File: config.mk
export PLATFORM = sky130hd
export DESIGN_NAME = fg_bg_tile_sprite_expander
export DESIGN_NICKNAME = d
export VERILOG_FILES = /design/src/rtl/fbte_pkg.sv /design/src/rtl/fbte_front.sv /design/src/rtl/fbte_queue.sv /design/src/rtl/fbte_back.sv /design/src/rtl/fg_bg_tile_sprite_expander.sv
export VERILOG_INCLUDE_DIRS = /design/src /design/src/rtl
export SDC_FILE = /design/constraint.sdc
export NUM_CORES = 1
export LEC_CHECK = 0
export ABC_AREA = 1
export BUFFER_PORTS_ARGS = -buffer_cell sky130_fd_sc_hd__buf_2
export CELL_PAD_IN_SITES_DETAIL_PLACEMENT = 0
export CELL_PAD_IN_SITES_GLOBAL_PLACEMENT = 1
export CORE_ASPECT_RATIO = 1.1
export CORE_UTILIZATION = 42
export CTS_CLUSTER_DIAMETER = 30
export DETAILED_ROUTE_END_ITERATION = 8
export PLACE_DENSITY_LB_ADDON = 0.1
export RECOVER_POWER = 25
export SYNTH_ARGS = -nofsm -noshare
export SYNTH_HDL_FRONTEND = slang
export SYNTH_SLANG_ARGS = --single-unit
File: constraint.sdc
create_clock -name clk -period 4.8 [get_ports clk]
set_clock_uncertainty 0.05 [all_clocks]
set_input_delay 0.24 -clock clk [delete_from_list [all_inputs] [get_ports clk]]
set_output_delay 0.24 -clock clk [all_outputs]
set_load 0.01 [all_outputs]
File: src/rtl/fg_bg_tile_sprite_expander_macros.svh
// Assertion macros for the tile sprite expander.
`ifndef FG_BG_TILE_SPRITE_EXPANDER_MACROS_SVH
`define FG_BG_TILE_SPRITE_EXPANDER_MACROS_SVH

// Same-cycle implication, checked at every rising clock edge outside reset.
`define FBTE_ASSERT_NOW(label, ante, cons) \
  label: assert property (@(posedge clk) disable iff (!rst_n) (ante) |-> (cons)) \
    else $error("fbte same-cycle check failed");

// Next-cycle implication.
`define FBTE_ASSERT_NEXT(label, ante, cons) \
  label: assert property (@(posedge clk) disable iff (!rst_n) (ante) |=> (cons)) \
    else $error("fbte next-cycle check failed");

`endif

File: src/rtl/fbte_pkg.sv
// Shared types, register codes and colour table of the tile sprite expander.
package fbte_pkg;

  typedef enum logic [2:0] {
    CFG_ORIGIN_X     = 3'd0,
    CFG_ORIGIN_Y     = 3'd1,
    CFG_WIDTH_TILES  = 3'd2,
    CFG_HEIGHT_TILES = 3'd3,
    CFG_ALPHA_EN     = 3'd4,
    CFG_ALPHA_LIMIT  = 3'd5
  } cfg_idx_t;

  localparam int unsigned CFG_IDX_W = 3;
  localparam int unsigned CFG_DATA_W = 11;
  localparam int unsigned COORD_W = 12;
  localparam int unsigned ORIGIN_W = 11;
  localparam int unsigned SIZE_W = 9;

  // Tile held between front and back; base position already resolved.
  typedef struct packed {
    logic [15:0]        mask;
    logic [3:0]         fg_idx;
    logic [3:0]         bg_idx;
    logic [3:0]         alpha_nib;
    logic [COORD_W-1:0] base_x;
    logic [COORD_W-1:0] base_y;
  } tile_entry_t;

  typedef struct packed {
    logic full;
    logic empty;
  } q_status_t;

  typedef struct packed {
    logic active;
    logic pix_load;
  } bk_status_t;

  function automatic logic [23:0] colour_lookup(input logic [3:0] idx);
    logic [23:0] c;
    case (idx)
      4'd0:    c = 24'h002B36;
      4'd1:    c = 24'h073642;
      4'd2:    c = 24'h586E75;
      4'd3:    c = 24'h657B83;
      4'd4:    c = 24'h839496;
      4'd5:    c = 24'h93A1A1;
      4'd6:    c = 24'hEEE8D5;
      4'd7:    c = 24'hFDF6E3;
      4'd8:    c = 24'hB58900;
      4'd9:    c = 24'hCB4B16;
      4'd10:   c = 24'hDC322F;
      4'd11:   c = 24'hD33682;
      4'd12:   c = 24'h6C71C4;
      4'd13:   c = 24'h268BD2;
      4'd14:   c = 24'h2AA198;
      4'd15:   c = 24'h859900;
      default: c = 24'h002B36;
    endcase
    return c;
  endfunction

endpackage

File: src/rtl/fbte_front.sv
// Front end: takes tile words, masks alpha, tracks the tile position, drops empty tiles.
module fbte_front #(
  parameter int unsigned MAX_TILES_WIDE = 256,
  parameter int unsigned MAX_TILES_HIGH = 256
) (
  input  logic                           clk,
  input  logic                           rst_n,
  input  logic                           in_valid,
  output logic                           in_stall,
  input  logic [31:0]                    in_tile_word,
  input  logic [fbte_pkg::ORIGIN_W-1:0]  origin_x,
  input  logic [fbte_pkg::ORIGIN_W-1:0]  origin_y,
  input  logic [fbte_pkg::SIZE_W-1:0]    width_tiles,
  input  logic [fbte_pkg::SIZE_W-1:0]    height_tiles,
  input  logic                           alpha_mode_enable,
  input  logic [3:0]                     alpha_limit,
  input  fbte_pkg::q_status_t            q_stat,
  output logic                           push,
  output fbte_pkg::tile_entry_t          push_entry
);
  import fbte_pkg::*;

  localparam int unsigned COL_W = (MAX_TILES_WIDE > 1) ? $clog2(MAX_TILES_WIDE) : 1;
  localparam int unsigned ROW_W = (MAX_TILES_HIGH > 1) ? $clog2(MAX_TILES_HIGH) : 1;
  localparam logic [SIZE_W-1:0] MaxW = SIZE_W'(MAX_TILES_WIDE);
  localparam logic [SIZE_W-1:0] MaxH = SIZE_W'(MAX_TILES_HIGH);

  logic [COL_W-1:0]  col_r, col_nxt;
  logic [ROW_W-1:0]  row_r, row_nxt;
  logic [SIZE_W-1:0] w_eff, h_eff, col_p1, row_p1;
  logic [3:0]        nib;
  logic              accept;

  assign in_stall = q_stat.full;
  assign accept   = in_valid && !q_stat.full;
  assign nib      = alpha_mode_enable ? (in_tile_word[31:28] & alpha_limit)
                                      : in_tile_word[31:28];

  always_comb begin
    w_eff = (width_tiles == '0) ? SIZE_W'(1)
          : ((width_tiles > MaxW) ? MaxW : width_tiles);
    h_eff = (height_tiles == '0) ? SIZE_W'(1)
          : ((height_tiles > MaxH) ? MaxH : height_tiles);
    col_p1 = SIZE_W'(col_r) + SIZE_W'(1);
    row_p1 = SIZE_W'(row_r) + SIZE_W'(1);
    col_nxt = col_r;
    row_nxt = row_r;
    if (accept) begin
      if (col_p1 >= w_eff) begin
        col_nxt = '0;
        row_nxt = (row_p1 >= h_eff) ? '0 : row_p1[ROW_W-1:0];
      end else begin
        col_nxt = col_p1[COL_W-1:0];
      end
    end
  end

  always_ff @(posedge clk) begin
    if (!rst_n) begin
      col_r <= '0;
      row_r <= '0;
    end else begin
      col_r <= col_nxt;
      row_r <= row_nxt;
    end
  end

  assign push = accept && (nib != 4'd0);

  always_comb begin
    push_entry.mask      = in_tile_word[15:0];
    push_entry.fg_idx    = in_tile_word[19:16];
    push_entry.bg_idx    = in_tile_word[23:20];
    push_entry.alpha_nib = nib;
    push_entry.base_x    = COORD_W'(origin_x) + COORD_W'({col_r, 2'b00});
    push_entry.base_y    = COORD_W'(origin_y) + COORD_W'({row_r, 2'b00});
  end

endmodule

File: src/rtl/fbte_queue.sv
// Two-entry tile queue between front and back.
module fbte_queue (
  input  logic                  clk,
  input  logic                  rst_n,
  input  logic                  push,
  input  fbte_pkg::tile_entry_t push_entry,
  input  logic                  pop,
  output fbte_pkg::tile_entry_t pop_entry,
  output fbte_pkg::q_status_t   q_stat
);
  import fbte_pkg::*;

  tile_entry_t slot_r [2];
  logic        wr_ptr_r, wr_ptr_nxt;
  logic        rd_ptr_r, rd_ptr_nxt;
  logic [1:0]  count_r, count_nxt;
  logic        do_push, do_pop;

  assign q_stat.full  = (count_r == 2'd2);
  assign q_stat.empty = (count_r == 2'd0);
  assign do_push = push && !q_stat.full;
  assign do_pop  = pop && !q_stat.empty;
  assign pop_entry = slot_r[rd_ptr_r];

  always_comb begin
    wr_ptr_nxt = do_push ? ~wr_ptr_r : wr_ptr_r;
    rd_ptr_nxt = do_pop ? ~rd_ptr_r : rd_ptr_r;
    count_nxt  = count_r + {1'b0, do_push} - {1'b0, do_pop};
  end

  always_ff @(posedge clk) begin
    if (!rst_n) begin
      wr_ptr_r <= 1'b0;
      rd_ptr_r <= 1'b0;
      count_r  <= 2'd0;
    end else begin
      wr_ptr_r <= wr_ptr_nxt;
      rd_ptr_r <= rd_ptr_nxt;
      count_r  <= count_nxt;
    end
  end

  always_ff @(posedge clk) begin
    if (do_push) begin
      slot_r[wr_ptr_r] <= push_entry;
    end
  end

endmodule

File: src/rtl/fbte_back.sv
// Back end: expands one queued tile into sixteen pixels into a registered output.
module fbte_back (
  input  logic                          clk,
  input  logic                          rst_n,
  input  fbte_pkg::q_status_t           q_stat,
  input  fbte_pkg::tile_entry_t         pop_entry,
  output logic                          pop,
  output fbte_pkg::bk_status_t          bk_stat,
  output logic                          out_valid,
  input  logic                          out_stall,
  output logic [fbte_pkg::COORD_W-1:0]  out_pixel_x,
  output logic [fbte_pkg::COORD_W-1:0]  out_pixel_y,
  output logic [7:0]                    out_red,
  output logic [7:0]                    out_green,
  output logic [7:0]                    out_blue,
  output logic [7:0]                    out_alpha,
  output logic                          out_last_pixel
);
  import fbte_pkg::*;

  tile_entry_t        tile_r, tile_nxt;
  logic               active_r, active_nxt;
  logic [3:0]         idx_r, idx_nxt;
  logic               ovalid_r, ovalid_nxt;
  logic [COORD_W-1:0] px_r, py_r;
  logic [23:0]        rgb_r;
  logic [7:0]         alpha_r;
  logic               last_r;
  logic               pix_load, bit_set;
  logic [23:0]        rgb_sel;
  logic [1:0]         a2;

  assign pix_load = active_r && (!ovalid_r || !out_stall);
  assign pop = q_stat.empty ? 1'b0
             : (!active_r || (pix_load && idx_r == 4'd15));

  assign bk_stat.active   = active_r;
  assign bk_stat.pix_load = pix_load;

  always_comb begin
    tile_nxt   = tile_r;
    active_nxt = active_r;
    idx_nxt    = idx_r;
    if (pix_load) begin
      idx_nxt = idx_r + 4'd1;
      if (idx_r == 4'd15) begin
        active_nxt = 1'b0;
      end
    end
    if (pop) begin
      tile_nxt   = pop_entry;
      active_nxt = 1'b1;
      idx_nxt    = 4'd0;
    end
    if (pix_load) begin
      ovalid_nxt = 1'b1;
    end else if (!out_stall) begin
      ovalid_nxt = 1'b0;
    end else begin
      ovalid_nxt = ovalid_r;
    end
  end

  always_comb begin
    bit_set = tile_r.mask[idx_r];
    rgb_sel = bit_set ? colour_lookup(tile_r.fg_idx) : colour_lookup(tile_r.bg_idx);
    // 2-bit alpha times 0x55 is the pair repeated four times
    a2 = bit_set ? tile_r.alpha_nib[1:0] : tile_r.alpha_nib[3:2];
  end

  always_ff @(posedge clk) begin
    if (!rst_n) begin
      active_r <= 1'b0;
      idx_r    <= 4'd0;
      ovalid_r <= 1'b0;
    end else begin
      active_r <= active_nxt;
      idx_r    <= idx_nxt;
      ovalid_r <= ovalid_nxt;
    end
  end

  always_ff @(posedge clk) begin
    tile_r <= tile_nxt;
    if (pix_load) begin
      px_r    <= tile_r.base_x + COORD_W'(idx_r[1:0]);
      py_r    <= tile_r.base_y + COORD_W'(idx_r[3:2]);
      rgb_r   <= rgb_sel;
      alpha_r <= {4{a2}};
      last_r  <= (idx_r == 4'd15);
    end
  end

  assign out_valid      = ovalid_r;
  assign out_pixel_x    = px_r;
  assign out_pixel_y    = py_r;
  assign out_red        = rgb_r[23:16];
  assign out_green      = rgb_r[15:8];
  assign out_blue       = rgb_r[7:0];
  assign out_alpha      = alpha_r;
  assign out_last_pixel = last_r;

endmodule

File: src/rtl/fg_bg_tile_sprite_expander.sv
// Top level of the two-colour 4x4 tile sprite expander.
// Each accepted tile word whose (optionally limited) alpha nibble is nonzero produces sixteen
// pixel beats in raster order inside the 4x4 cell, one beat per cycle from the back-end
// expander while out_stall is low. A tile with a zero alpha nibble is accepted, emits
// nothing and only advances the tile position. A two-tile queue sits between the front end
// and the expander, so the input keeps taking words while pixels drain until the queue is
// full; a tile passes through its queue slot and the back end's tile register before the
// output registers show its first pixel. The configuration port is always ready; write
// registers only while the block is idle.
module fg_bg_tile_sprite_expander #(
  parameter int unsigned MAX_TILES_WIDE = 256,
  parameter int unsigned MAX_TILES_HIGH = 256
) (
  input  logic                            clk,
  input  logic                            rst_n,
  input  logic                            in_valid,
  output logic                            in_stall,
  input  logic [31:0]                     in_tile_word,
  output logic                            out_valid,
  input  logic                            out_stall,
  output logic [fbte_pkg::COORD_W-1:0]    out_pixel_x,
  output logic [fbte_pkg::COORD_W-1:0]    out_pixel_y,
  output logic [7:0]                      out_red,
  output logic [7:0]                      out_green,
  output logic [7:0]                      out_blue,
  output logic [7:0]                      out_alpha,
  output logic                            out_last_pixel,
  input  logic                            cfg_valid,
  output logic                            cfg_ready,
  input  logic [fbte_pkg::CFG_IDX_W-1:0]  cfg_index,
  input  logic [fbte_pkg::CFG_DATA_W-1:0] cfg_data
);
  import fbte_pkg::*;

  `include "fg_bg_tile_sprite_expander_macros.svh"

  logic [ORIGIN_W-1:0] origin_x_r, origin_y_r;
  logic [SIZE_W-1:0]   width_tiles_r, height_tiles_r;
  logic                alpha_en_r;
  logic [3:0]          alpha_limit_r;

  logic        push, pop;
  tile_entry_t push_entry, pop_entry;
  q_status_t   q_stat;
  bk_status_t  bk_stat;

  assign cfg_ready = 1'b1;

  always_ff @(posedge clk) begin
    if (!rst_n) begin
      origin_x_r     <= '0;
      origin_y_r     <= '0;
      width_tiles_r  <= SIZE_W'(1);
      height_tiles_r <= SIZE_W'(1);
      alpha_en_r     <= 1'b0;
      alpha_limit_r  <= 4'hF;
    end else if (cfg_valid && cfg_ready) begin
      case (cfg_idx_t'(cfg_index))
        CFG_ORIGIN_X:     origin_x_r     <= cfg_data[ORIGIN_W-1:0];
        CFG_ORIGIN_Y:     origin_y_r     <= cfg_data[ORIGIN_W-1:0];
        CFG_WIDTH_TILES:  width_tiles_r  <= cfg_data[SIZE_W-1:0];
        CFG_HEIGHT_TILES: height_tiles_r <= cfg_data[SIZE_W-1:0];
        CFG_ALPHA_EN:     alpha_en_r     <= cfg_data[0];
        CFG_ALPHA_LIMIT:  alpha_limit_r  <= cfg_data[3:0];
        default: ;
      endcase
    end
  end

  fbte_front #(
    .MAX_TILES_WIDE (MAX_TILES_WIDE),
    .MAX_TILES_HIGH (MAX_TILES_HIGH)
  ) u_front (
    .clk               (clk),
    .rst_n             (rst_n),
    .in_valid          (in_valid),
    .in_stall          (in_stall),
    .in_tile_word      (in_tile_word),
    .origin_x          (origin_x_r),
    .origin_y          (origin_y_r),
    .width_tiles       (width_tiles_r),
    .height_tiles      (height_tiles_r),
    .alpha_mode_enable (alpha_en_r),
    .alpha_limit       (alpha_limit_r),
    .q_stat            (q_stat),
    .push              (push),
    .push_entry        (push_entry)
  );

  fbte_queue u_queue (
    .clk        (clk),
    .rst_n      (rst_n),
    .push       (push),
    .push_entry (push_entry),
    .pop        (pop),
    .pop_entry  (pop_entry),
    .q_stat     (q_stat)
  );

  fbte_back u_back (
    .clk            (clk),
    .rst_n          (rst_n),
    .q_stat         (q_stat),
    .pop_entry      (pop_entry),
    .pop            (pop),
    .bk_stat        (bk_stat),
    .out_valid      (out_valid),
    .out_stall      (out_stall),
    .out_pixel_x    (out_pixel_x),
    .out_pixel_y    (out_pixel_y),
    .out_red        (out_red),
    .out_green      (out_green),
    .out_blue       (out_blue),
    .out_alpha      (out_alpha),
    .out_last_pixel (out_last_pixel)
  );

  `FBTE_ASSERT_NOW(a_q_not_full_and_empty, 1'b1, !(q_stat.full && q_stat.empty))
  `FBTE_ASSERT_NEXT(a_pix_load_shows, bk_stat.pix_load, out_valid)
  `FBTE_ASSERT_NOW(a_pop_only_when_idle_slot, pop, !q_stat.empty)
  `FBTE_ASSERT_NOW(a_pix_load_needs_tile, bk_stat.pix_load, bk_stat.active)

endmodule

# ---- After elaboration in Yosys (flattened, before gate mapping)
# Memories as Yosys holds them, arrays and structs flattened. A register that Yosys moved wholly into a read port is not among the register bits.
# Cells that the tools add are included.
dict set report totals {
  regBits 128
  ramBits 104
  mem_bits_ro 768
  in_bits 51
  out_inout_bits 60
  wordCells 96
  mem_count 3
}
# name depth width rd rd_ports_with_merged_regs wr line_no
set mem_list {}
lappend mem_list {{(no name shown)} 16 24 1 0 0 fbte_pkg.sv:41} ;# case (idx)
lappend mem_list {{(no name shown)} 16 24 1 0 0 fbte_pkg.sv:41}
lappend mem_list {u_queue.slot_r 2 52 1 1 1 fbte_queue.sv:13} ;# tile_entry_t slot_r [2];
dict set report op_classes {
  n_addsub 9
  order_cmp 5
  eq_ne 8
  n_mux 19
  bitwise_logic 4
  reduce_logical 29
}
# op n
set ops {}
lappend ops {{2-to-1 mux 9 bit} 4}
lappend ops {{adder 11 x 10 -> 12 bit} 2}
lappend ops {{adder 12 x 2 -> 12 bit} 2}
lappend ops {{2-to-1 mux 24 bit} 1}
lappend ops {{adder 8 x 1 -> 9 bit, second input constant} 2}
lappend ops {{>= comparator 9 bit} 2}
lappend ops {{> comparator 9 bit, second input constant} 2}
lappend ops {{logical NOT 9 bit} 2}
lappend ops {{2-to-1 mux 8 bit} 2}
lappend ops {{AND reduction 2 bit} 8}
lappend ops {{2-to-1 mux 1 bit} 9}
lappend ops {{equality test 3 x 2 -> 1 bit, second input constant} 2}
lappend ops {{equality test 3 bit, second input constant} 2}
lappend ops {{logical AND 1 bit} 6}
lappend ops {{logical NOT 1 bit} 5}
lappend ops {{less-than comparator 4 x 5 -> 1 bit, second input constant} 1}
lappend ops {{adder 4 x 1 -> 4 bit, second input constant} 1}
lappend ops {{AND 4 bit} 1}
lappend ops {{binary-select mux 1 bit (select 4 bit)} 1}
lappend ops {{equality test 4 bit, second input constant} 1}
lappend ops {{2-to-1 mux 4 bit} 1}
lappend ops {{nonzero test 2 bit} 2}
lappend ops {{nonzero test 4 bit} 1}
lappend ops {{equality test 3 x 1 -> 1 bit, second input constant} 1}
lappend ops {{10 further kinds} 13}

# ---- Logic depth before layout (Yosys ltp)
dict set report logic_depth {
  ltp_word 8
  ltp_mapped 17
  ltp_nobuf 17
}

# ---- By module
# A second synthesis with hierarchy kept.
dict set report hier_totals {
  hier_cells 1561
  hier_area_um2 15620.0
}
# module n_inst cells_per_inst area_each_um2
set by_module_without_submodules {}
lappend by_module_without_submodules {fbte_back 1 704 7043.0}
lappend by_module_without_submodules {fbte_queue 1 200 4255.3}
lappend by_module_without_submodules {fbte_front 1 389 2483.6}
lappend by_module_without_submodules {fg_bg_tile_sprite_expander 1 268 1838.0}

# ---- Worst setup path before layout
# Ideal clock, no wire load.
dict set report synth_timing {
  kind {flip-flop to flip-flop}
  start {register u_queue.count_r[1]}
  end {memory u_queue.slot_r[0][0] in the netlist's numbering, enable pin}
  setup_ns 0.526
  arrival_time_ns 4.211
  setup_slack_ns 0.013
  path_stages_with_launch 5
  path_buffers 1
  synth_period_minus_slack_ns 4.787
  cell_sequence {dfxtp_1 > inv_1 > o21ai_2 > buf_2 > nor3_1}
}
dict set report synth_between {
  elab_chain_len 7
}
# element line_no
set synth_lines {}
lappend synth_lines {{start: declaration} fbte_queue.sv:16} ;# logic [1:0] count_r, count_nxt;
lappend synth_lines {{start signal: assignment} fbte_queue.sv:39} ;# count_r <= count_nxt;
lappend synth_lines {{equality test 2 bit *} fbte_queue.sv:19} ;# assign q_stat.full = (count_r == 2'd2);
lappend synth_lines {{logical NOT 1 bit *} {fbte_front.sv:35, fbte_queue.sv:21}}
lappend synth_lines {{logical AND 1 bit} fbte_front.sv:35} ;# assign accept = in_valid && !q_stat.full;
lappend synth_lines {{logical AND 1 bit} fbte_front.sv:68} ;# assign push = accept && (nib != 4'd0);
lappend synth_lines {{logical AND 1 bit *} fbte_queue.sv:21} ;# assign do_push = push && !q_stat.full;
lappend synth_lines {{2-to-1 mux 1 bit *} fbte_queue.sv:44} ;# if (do_push) begin
lappend synth_lines {{2-to-1 mux 1 bit (implied by the code) *} fbte_queue.sv:45} ;# slot_r[wr_ptr_r] <= push_entry;
lappend synth_lines {{end: declaration} fbte_queue.sv:13}
# Every way passes the cells marked *; elsewhere a longest branch is shown, timed or not.

# ---- Final worst setup path
dict set report layout_timing {
  start {register u_back.idx_r[0]}
  end {register u_queue.count_r[1]}
}
dict set report layout_between {
  elab_chain_len 6
}
# element line_no
set layout_lines {}
lappend layout_lines {{start: declaration} fbte_back.sv:23} ;# logic [3:0] idx_r, idx_nxt;
lappend layout_lines {{start signal: assignment} fbte_back.sv:78} ;# idx_r <= idx_nxt;
lappend layout_lines {{equality test 4 bit} fbte_back.sv:35} ;# : (!active_r || (pix_load && idx_r == 4'd15));
lappend layout_lines {{logical AND 1 bit} fbte_back.sv:35}
lappend layout_lines {{logical OR 1 bit} fbte_back.sv:35}
lappend layout_lines {{2-to-1 mux 1 bit} fbte_back.sv:34} ;# assign pop = q_stat.empty ? 1'b0
lappend layout_lines {{named net pop} fg_bg_tile_sprite_expander.sv:42} ;# logic push, pop;
lappend layout_lines {{logical AND 1 bit} fbte_queue.sv:22} ;# assign do_pop = pop && !q_stat.empty;
lappend layout_lines {{subtractor 2 x 1 -> 2 bit} fbte_queue.sv:28} ;# count_nxt = count_r + {1'b0, do_push} - {1'b0, do_pop};
# The timed path passes the listed nets, and every way through them passes these cells.
# A chain may end at the register's enable or synchronous reset.

==> out/results.ini <==
[setup_path]
worst_ep_arrival_time_ns = 3.49
worst-path-max-fanout = 22
r2r_setup_slack_ns = 1.73
reg2reg_to = u_queue.count_r[1]
cp-start-kind = flop
worst_r2r_startpoint = u_back.idx_r[0]
endpoint_kind = flop
critPathRequiredTime_ns = 5.22
path_class = reg2reg
reg2reg_depth = 13

[clocking]
root_buffer = clkbuf_16
cts_resized = 0
clk_pin_slew_ns = 0.05
tritoncts = yes
h-tree-depth = 2
cts_setup_buffers = 0
clockBufferDepth = 3
ctsHoldBuffers = 39
cts_made_buffers = 52
clock_latency_ns = 0.54
cts_sinks = 278

[hold_path]
hold_class = in2reg
hold_depth = 3
worstHoldStart = cfg_data[1]
holdPathEnd = alpha_limit_r[1]

[synthesis]
synth.avg_cell_area_sq_um = 9.768
yosys_warnings = 0
synth-edff-count = 207
synth_area_sq_um = 13130
postSynth.asyncResetShare_pct = 0
syn_nets = 1456
synth_seq_cells = 278
synth_cell_type_count = 46
synthCells = 1344
ys_seq_area_share_pct = 58.17
synth_ff_type = edfxtp_1

[place]
io_buffer_count = 105
place_area_sq_um = 13960
dpl.hpwl_um = 19950
gp_congestion = 0.8654

[routing]
drt-initial-drc-count = 386
first_pass_iters = 4
vias_per_cell = 4.765
wl_per_cell_um = 14.85
postRouteAntennaNets = 0
num_vias = 9325
drcViolationCount = 0
totalWireLength_um = 29050

[timing]
finalCritPeriodShare_pct = 64.00
fin_hold_ws_ns = 0.04154
tightestPinTransition_ns = 0.9923
setup_tns_ns = 0
drv_slew = 0
rsz0062_at_grt = false
clock.fmax_ghz = 0.3255
maxSlewHeadroom_pct = 33.75
setup_viol = 0
hold_violations = 0
finalCriticalPeriod_ns = 3.072

[pwr]
ir_worst_vdd_uv = 333.7
p_total_uw = 10210
power.density_nw_per_um2 = 631.4
p_leak_uw = 0.006739

[status]
outcome = finished, final reports clean

[layout]
area_growth_pct = 23.14
final_nets = 1613
postLayoutCoreUtil_pct = 52.84
final_area_sq_um = 16170
final_common_cell = nand2_1
drive_above_1_share_pct = 11.21
mostFrequentLayoutCells = 335 x nand2_1, 207 x edfxtp_1, 155 x nor2_1
num_antenna_cells = 0

[global_route]
grt_pass1_wl_um = 46350
antenna_found_initial = 0
grt.total_usage_pct = 18.53
grt_max_degree = 55
grt_pass1_vias = 9202
grt_overflow = 0

[die]
die_y_um = 187.4
core_area_sq_um = 30600
dieWidth_um = 170.6
pin_count = 111
rows = 67
start_util_pct = 42.91
dieArea_sq_um = 31970

[flow_run]
maxCapViolations = 0

-- synthesized netlist by cell type (4+ instances only) --
cell | n | share of area (%)
buf_2 | 7 | 0.27
edfxtp_1 | 207 | 47
ha_1 | 57 | 5.4
xnor2_1 | 20 | 1.3
o211ai_1 | 5 | 0.29
dfxtp_1 | 71 | 11
nand3_1 | 70 | 2.7
nand2_2 | 29 | 1.4
inv_1 | 103 | 2.9
nand2_1 | 335 | 9.6
o21ai_0 | 91 | 3.5
buf_4 | 9 | 0.51
fa_1 | 4 | 0.61
nor2_1 | 154 | 4.4
nand4_1 | 10 | 0.48
nor3_1 | 11 | 0.42
clkbuf_1 | 28 | 0.80
xor2_1 | 27 | 1.8
o211ai_2 | 4 | 0.38
o22ai_1 | 4 | 0.19
a21oi_1 | 54 | 2.1
-- layer usage --
| metal | track usage [%] | vias to the layer above | routed length, um | share of wire (%) |
|---|---|---|---|---|
| met1 | 22.19 | 4269 | 12550 | 43 |
| met2 | 33.27 | 167 | 14730 | 51 |
| met5 | 0 | - | 0 | 0 |
| li1 | - | 4839 | - | - |
| met4 | 6.306 | 0 | 737 | 2.5 |
| met3 | 3.047 | 50 | 1038 | 3.6 |
-- through the flow --
| step | instances | setup slack, ns |
|---|---|---|
| 2_1_floorplan | 1344 | 0.01314 |
| 3_3_place_gp | 1822 | 1.729 |
| 3_5_place_dp | 1822 | 1.682 |
| 4_1_cts | 1957 | 1.664 |
| 5_1_grt | 1957 | 1.341 |
| 6_report | 1957 | 1.728 |
-- power by group --
group	switching (uW)	leakage [uW]	internal [uW]
Sequential	347	0.00252	3410
Combinational	1760	0.00328	805
Clock	1180	0.000941	2710
Total	3280	0.00674	6930
-- cell families after synthesis --
kind of cell	Yosys count	share of synthesized area, %
buffers and inverters	158	5.299
AO/OA/AOI/OAI	179	7.538
AND/OR/NAND/NOR	620	19.78
flip-flops	278	58.17
adder cells (fa/ha/maj)	61	6.042
other	1	0.02856
XOR/XNOR	47	3.135
-- final cells by class --
type | count | area (sq um)
Clock buffer | 66 | 1479
Clock inverter | 30 | 444.2
Fill cell | 2851 | 14430
Inverter | 108 | 405.4
Multi-Input combinational cell | 908 | 4793
Sequential cell | 278 | 7639
Tap cell | 414 | 518.0
Timing Repair Buffer | 153 | 888.4
-- worst max path at each step --
stage / slack, ns / startpoint / endpoint
floorplan: 0.01 / u_queue.count_r[1] / u_queue.slot_r[0][0]
global placement: 1.73 / u_back.idx_r[0] / u_queue.count_r[1]
detailed placement: 1.68 / u_back.idx_r[0] / u_queue.count_r[1]
CTS: 1.66 / u_back.idx_r[0] / u_queue.count_r[1]
global route: 1.34 / u_back.idx_r[0] / u_queue.count_r[1]
finish: 1.73 / u_back.idx_r[0] / u_queue.count_r[1]
-- registers in the layout, indices dropped and copies added (netlist names), 2 cells and up --
name and cells:
u_back.idx_r 4, height_tiles_r 9, u_back.out_pixel_y 12, alpha_limit_r 4, u_back.out_pixel_x 12, u_back.out_alpha 2
u_back.rgb_r 24, width_tiles_r 9, origin_y_r 11, u_front.row_r 8, u_front.col_r 8, u_back.tile_r 52
u_queue.count_r 2, origin_x_r 11, u_queue.slot_r 104
-- worst max-delay path, cell delays in order, from the launching register on --
cell,delay [ns]
dfxtp_1,0.75
ha_1,0.28
nand2_1,0.06
nor2_1,0.13
nand2_1,0.07
nand2_1,0.09
o21ai_0,0.22
inv_2,0.44
ha_1,0.31
inv_1,0.06
ha_1,0.15
xor2_1,0.17
o21ai_0,0.09
a21oi_1,0.13
No activity file was read; power rests on OpenSTA's default activity.
